## config.mk

```make
export PLATFORM = sky130hd
export DESIGN_NAME = hkt_front
export DESIGN_NICKNAME = d
export VERILOG_FILES = /design/src/sv/hkt_pkg.sv /design/src/sv/hkt_front.sv
export SDC_FILE = /design/constraint.sdc
export NUM_CORES = 1
export LEC_CHECK = 0
export ABC_AREA = 1
export ABC_CLOCK_PERIOD_IN_PS = 9230
export BUFFER_PORTS_ARGS = -buffer_cell sky130_fd_sc_hd__buf_4
export CAP_MARGIN = 30
export CELL_PAD_IN_SITES_DETAIL_PLACEMENT = 1
export CELL_PAD_IN_SITES_GLOBAL_PLACEMENT = 2
export CORE_MARGIN = 10
export CORE_UTILIZATION = 30
export DETAILED_ROUTE_END_ITERATION = 10
export PLACE_DENSITY = 0.77
export SYNTH_ARGS = -nofsm -noshare
export SYNTH_HDL_FRONTEND = slang
export SYNTH_SLANG_ARGS = --single-unit
```

## constraint.sdc

```tcl
create_clock -name clk_i -period 9.23 [get_ports clk_i]
set_input_delay 0.923 -clock clk_i [delete_from_list [all_inputs] [get_ports clk_i]]
set_output_delay 0.923 -clock clk_i [all_outputs]
set_load 0.05 [all_outputs]
```

## src/sv/hkt_pkg.sv

```systemverilog
`timescale 1ns / 1ps
// ----------------------------------------------------------------------------
// hkt_pkg: shared types and constants of the pair-keyed hit table
// Item and result layouts, result status codes, opcodes and table entry.
// ----------------------------------------------------------------------------
package hkt_pkg;

  // Default number of table entries.
  localparam int unsigned TABLE_DEPTH_DEF = 64;

  // Depth of the command queue between front and back end (power of two).
  localparam int unsigned QUEUE_DEPTH = 2;

  localparam int unsigned ADDR_W    = 48;
  localparam int unsigned STAMP_W   = 32;
  localparam int unsigned COUNT_W   = 32;
  localparam int unsigned SLOT_W    = 6;
  localparam int unsigned TALLY_W   = 7;

  // Opcodes of an input item.
  localparam logic OP_RECORD = 1'b0;
  localparam logic OP_SWEEP  = 1'b1;

  // Result status codes.
  typedef enum logic [1:0] {
    ST_UPDATED  = 2'd0,
    ST_INSERTED = 2'd1,
    ST_FULL     = 2'd2,
    ST_SWEPT    = 2'd3
  } status_e;

  typedef struct packed {
    logic               opcode;
    logic [ADDR_W-1:0]  bssid;
    logic [ADDR_W-1:0]  client;
    logic [STAMP_W-1:0] now;
  } in_item_t;

  typedef struct packed {
    logic [1:0]         status;
    logic [SLOT_W-1:0]  entry_slot;
    logic [COUNT_W-1:0] hit_count;
    logic [TALLY_W-1:0] removed_count;
    logic [TALLY_W-1:0] entries_in_use;
  } out_item_t;

  // Classified command handed from the front end to the back end.
  typedef struct packed {
    logic               is_sweep;
    logic [ADDR_W-1:0]  bssid;
    logic [ADDR_W-1:0]  client;
    logic [STAMP_W-1:0] now;
  } cmd_t;

  // One table entry as stored in memory.
  typedef struct packed {
    logic [ADDR_W-1:0]  key_first;
    logic [ADDR_W-1:0]  key_second;
    logic [STAMP_W-1:0] last_seen;
    logic [COUNT_W-1:0] hit_total;
  } entry_t;

endpackage

```

## src/sv/hkt_front.sv

```systemverilog
`timescale 1ns / 1ps
// ----------------------------------------------------------------------------
// hkt_front: item intake and command queue
// Accepts items, decodes the opcode and queues commands for the back end.
// ----------------------------------------------------------------------------
module hkt_front (
  input  logic              clk_i,
  input  logic              rst_ni,
  input  logic              start_i,
  input  hkt_pkg::in_item_t item_i,
  output logic              busy_o,
  input  logic              pop_i,
  output logic              cmd_valid_o,
  output hkt_pkg::cmd_t     cmd_o
);
  import hkt_pkg::*;

  localparam int unsigned PtrW = (QUEUE_DEPTH > 1) ? $clog2(QUEUE_DEPTH) : 1;
  localparam int unsigned CntW = $clog2(QUEUE_DEPTH + 1);

  cmd_t            fifo_q [QUEUE_DEPTH];
  logic [PtrW-1:0] wr_ptr_q, wr_ptr_d;
  logic [PtrW-1:0] rd_ptr_q, rd_ptr_d;
  logic [CntW-1:0] count_q, count_d;
  logic            push;
  logic            pop;
  cmd_t            cmd_new;

  // The queue is full: no more items are taken.
  assign busy_o      = (count_q == CntW'(QUEUE_DEPTH));
  assign push        = start_i && !busy_o;
  assign cmd_valid_o = (count_q != '0);
  assign pop         = pop_i && cmd_valid_o;
  assign cmd_o       = fifo_q[rd_ptr_q];

  // Classify the item into a command.
  always_comb begin
    cmd_new.is_sweep = (item_i.opcode == OP_SWEEP);
    cmd_new.bssid    = item_i.bssid;
    cmd_new.client   = item_i.client;
    cmd_new.now      = item_i.now;
  end

  // Pointer and fill bookkeeping.
  always_comb begin
    wr_ptr_d = wr_ptr_q;
    rd_ptr_d = rd_ptr_q;
    count_d  = count_q;
    if (push) begin
      wr_ptr_d = (wr_ptr_q == PtrW'(QUEUE_DEPTH - 1)) ? '0 : wr_ptr_q + PtrW'(1);
    end
    if (pop) begin
      rd_ptr_d = (rd_ptr_q == PtrW'(QUEUE_DEPTH - 1)) ? '0 : rd_ptr_q + PtrW'(1);
    end
    if (push && !pop) begin
      count_d = count_q + CntW'(1);
    end else if (pop && !push) begin
      count_d = count_q - CntW'(1);
    end
  end

  always_ff @(posedge clk_i or negedge rst_ni) begin
    if (!rst_ni) begin
      wr_ptr_q <= '0;
      rd_ptr_q <= '0;
      count_q  <= '0;
    end else begin
      wr_ptr_q <= wr_ptr_d;
      rd_ptr_q <= rd_ptr_d;
      count_q  <= count_d;
    end
  end

  // Queue storage needs no reset.
  always_ff @(posedge clk_i) begin
    if (push) begin
      fifo_q[wr_ptr_q] <= cmd_new;
    end
  end

endmodule

```

==> run summary <==
The first TritonRoute pass finished after 4 iterations. The number of antenna violations at the first check in global routing is 2. The cell area after layout came out at 12900 um^2. The effective utilization at floorplan is 30.5%. The flow ran to the end, and the final reports show no timing, DRC or antenna violations. The total nets after synthesis is 840. The detailed-route via count is 6057. For this run, the slowest stage of the critical path takes 0.69 ns. The startpoint identified for the worst register-to-register timing path is count_q[1]. The final weighted congestion of routability-driven global placement came out at 0.708. In this run switching power makes up 44.9% of total power. Across every metal layer, demand over resource in global routing totals 12.3%. Broken down by cell family, the worst path's largest delay share belongs to buffers and inverters. The routed design has 25.4 mm of wire. The count of input and output buffers is 263.

The average size of a mapped cell came out at 13.7 um^2. The count of buffers added by post-CTS timing repair for setup came out at 0. The post-route setup TNS is 0 ns. The largest net degree at the start of global routing is 68. The shortest clock period the worst path allows after layout is 3.91 ns. The latest clock arrival within the worst-skew pair is 0.54 ns. The die is 199 um tall.

The detail route stage leaves a number of antenna-violating nets equal to 0. The leakage power total came out at 0.00543 uW. After clock tree synthesis, the clock-pin slew on the worst setup and hold paths is 0.05 ns.

In this run the power spent charging and discharging nets is 2300 uW. The wire length per cell came out at 18.1 um. Counting flops and latches in the post-synthesis netlist gives 262. The total chip power came out at 5130 uW.

Once detailed placement completed, the half-perimeter wirelength came to 17.3 mm. In this run the number of cells on the critical path is 5. The hold-fix buffer count after cts is 0.

The total clock buffers created by CTS is 29. Row generation in the floorplan step produced 65 rows. The instance count of the mapped netlist is 706. CTS saw 262 sinks.

The layout overhead on the synthesized area came out at 33.6%. For this run, the register share of the synthesized area comes to 81.4%. The number of warnings issued by yosys is 0. The fraction of final layout cells with drive strength greater than 1 is 31.2%. The headroom to the max-slew limit came out at 36.5%.

In the final design database the tool counted 1112 nets. The final-report max-slew violation count came to 0. The number of cell instances on the worst register-to-register path is 6.

The core area came out at 31600 um^2. The sort of element at the start of the critical path is a flop. The part of the power in the clock network is 21.0%.

The final critical path takes up 42.4% of the cycle. The worst hold path belongs to the class in2async. The remaining design rule violation count is 0. The depth of the CTS H-tree is 1. The cell at the root of the clock tree is sky130_fd_sc_hd__clkbuf_16. The setup slack on the worst flop-to-flop path is 6.63 ns. In this run the cell area of the synthesized design comes to 9640 um^2. The final worst clock skew is 0.0176 ns. The number of buffers and inverters on the critical path is 3. The final setup violation count came out at 0.

Leaving out fill and tap cells, the most frequent cells in the layout are sky130_fd_sc_hd__nand2_1, sky130_fd_sc_hd__buf_4, sky130_fd_sc_hd__edfxtp_1. The library cell used most frequently in the layout, excluding fill and tap cells, is sky130_fd_sc_hd__nand2_1. The count of final hold-check violations is 0. The wire length of the first global-routing pass came out at 38.2 mm. The worst-case IR drop observed on VDD is 252 uV. The critical path's slowest cell is sky130_fd_sc_hd__buf_4. The data arrival time of the critical path is 2.99 ns. The worst setup path is of the reg2out kind. The internal portion of total power is 2820 uW.

After detailed routing, the number of vias per cell comes to 4.31. The timing-limited maximum frequency came out at 0.256 GHz. The share of total power dissipated in combinational logic is 45.8%. The worst hold slack across all endpoints is 0.184 ns. The number of max-capacitance violations reported is 0. Setup repair after global routing left no endpoint under its margin. The signal on the critical path passes through inv_4 > buf_4 > nand2_1 > nand2_1 > buf_4. The relative contribution of sequential cells to total power is 33.2%. The buffer depth of the longest clock path came out at 3. The remaining global-route overflow came out at 0. The worst register-to-register path ends at fifo_q[0][48]. The I/O pin count is 264. The full die area is 39700 um^2.

The required time at the worst-slack endpoint came out at 8.31 ns. The clock tree from TritonCTS is done. Synthesis instantiated 15 different standard cells from the library. The worst setup path is captured at an output port. The slew at the pin with the worst max-slew slack came out at 0.952 ns. The starting DRC count in detailed routing came out at 266. Gates resized during post-CTS repair numbered 0. The die outline width is 199 um. After detailed placement, the total cell area comes to 12000 um^2. The via count of the first global-routing pass is 6477. The final core utilization is 40.7%.

The critical-path maximum fanout is 67. The power density relative to cell area came out at 398 nW/um^2.
[flip-flops by register name, indices dropped and copies added (netlist names)]
name      flops
rd_ptr_q      1
fifo_q      258
wr_ptr_q      1
count_q       2
[logic make-up after synthesis]
| group | count (synthesis) | share of synthesized area (%) |
|---|---|---|
| fa+ha+maj | 1 | 0.130 |
| simple gates | 404 | 15.8 |
| compound gates | 1 | 0.0519 |
| buf+inv | 37 | 2.54 |
| flops | 262 | 81.4 |
| xor+xnor | 1 | 0.0909 |
[power groups by stage]
stage / sequential [uW] / clock [uW] / combinational (uW)
global placement: 1720 / 0 / 2380
CTS: 1710 / 1120 / 2400
global route: 1730 / 1160 / 2530
finish: 1700 / 1070 / 2350
detailed placement: 1730 / 0 / 2400
floorplan: 1740 / 0 / 1650
[per-layer routing]
layer | track usage [%] | share of wire, % | vias up
li1 | - | - | 2927
met1 | 14.3 | 39 | 2911
met2 | 20.3 | 49 | 181
met3 | 5.53 | 10 | 38
met4 | 3.31 | 2.2 | 0
met5 | 0 | 0 | -
[cells in the mapped netlist]
cell type                  number  area (um^2)
sky130_fd_sc_hd__edfxtp_1     258         7750
sky130_fd_sc_hd__buf_2         16         80.1
sky130_fd_sc_hd__ha_1           1         12.5
sky130_fd_sc_hd__buf_4          1         7.51
sky130_fd_sc_hd__nand3_1        2         10.0
sky130_fd_sc_hd__buf_6         11          124
sky130_fd_sc_hd__dfrtp_1        4          100
sky130_fd_sc_hd__nand4_1        1         6.26
sky130_fd_sc_hd__xnor2_1        1         8.76
sky130_fd_sc_hd__inv_1          7         26.3
sky130_fd_sc_hd__clkbuf_1       1         3.75
sky130_fd_sc_hd__nand2_1      398         1490
sky130_fd_sc_hd__nor2_1         3         11.3
sky130_fd_sc_hd__o21ai_0        1         5.00
sky130_fd_sc_hd__inv_2          1         3.75
[worst max path at each step]
stage                        start           end  slack (ns)
after global routing      rd_ptr_q     cmd_o[69]        4.99
after CTS                 rd_ptr_q     cmd_o[69]        5.18
after floorplan            start_i  fifo_q[1][0]        2.22
final                     rd_ptr_q     cmd_o[69]        5.32
after global placement    rd_ptr_q     cmd_o[69]        5.80
after detailed placement  rd_ptr_q     cmd_o[69]        5.77
[worst reg2reg max path, stage by stage, from the launching register on]
cell	delay (ns)
sky130_fd_sc_hd__dfrtp_1	0.37
sky130_fd_sc_hd__inv_1	0.11
sky130_fd_sc_hd__nor2_1	0.07
sky130_fd_sc_hd__nor2_1	0.14
sky130_fd_sc_hd__nand2_1	0.15
sky130_fd_sc_hd__inv_6	0.47
sky130_fd_sc_hd__buf_4	0.81
[final cells by class]
| cell class | instances | area [um^2] |
|---|---|---|
| Fill cell | 3356 | 18800 |
| Tap cell | 402 | 503 |
| Clock inverter | 17 | 129 |
| Inverter | 8 | 37.5 |
| Timing Repair Buffer | 270 | 2050 |
| Sequential cell | 262 | 7850 |
| Clock buffer | 37 | 756 |
| Multi-Input combinational cell | 407 | 1560 |
| Antenna cell | 2 | 5.00 |
[metrics by stage]
stage,cells,setup slack (ns)
finish,1405,5.32
detailed placement,1348,5.77
floorplan,706,2.22
global route,1404,4.99
CTS,1402,5.18
global placement,1348,5.80
Power figures use the tool's default switching activity.
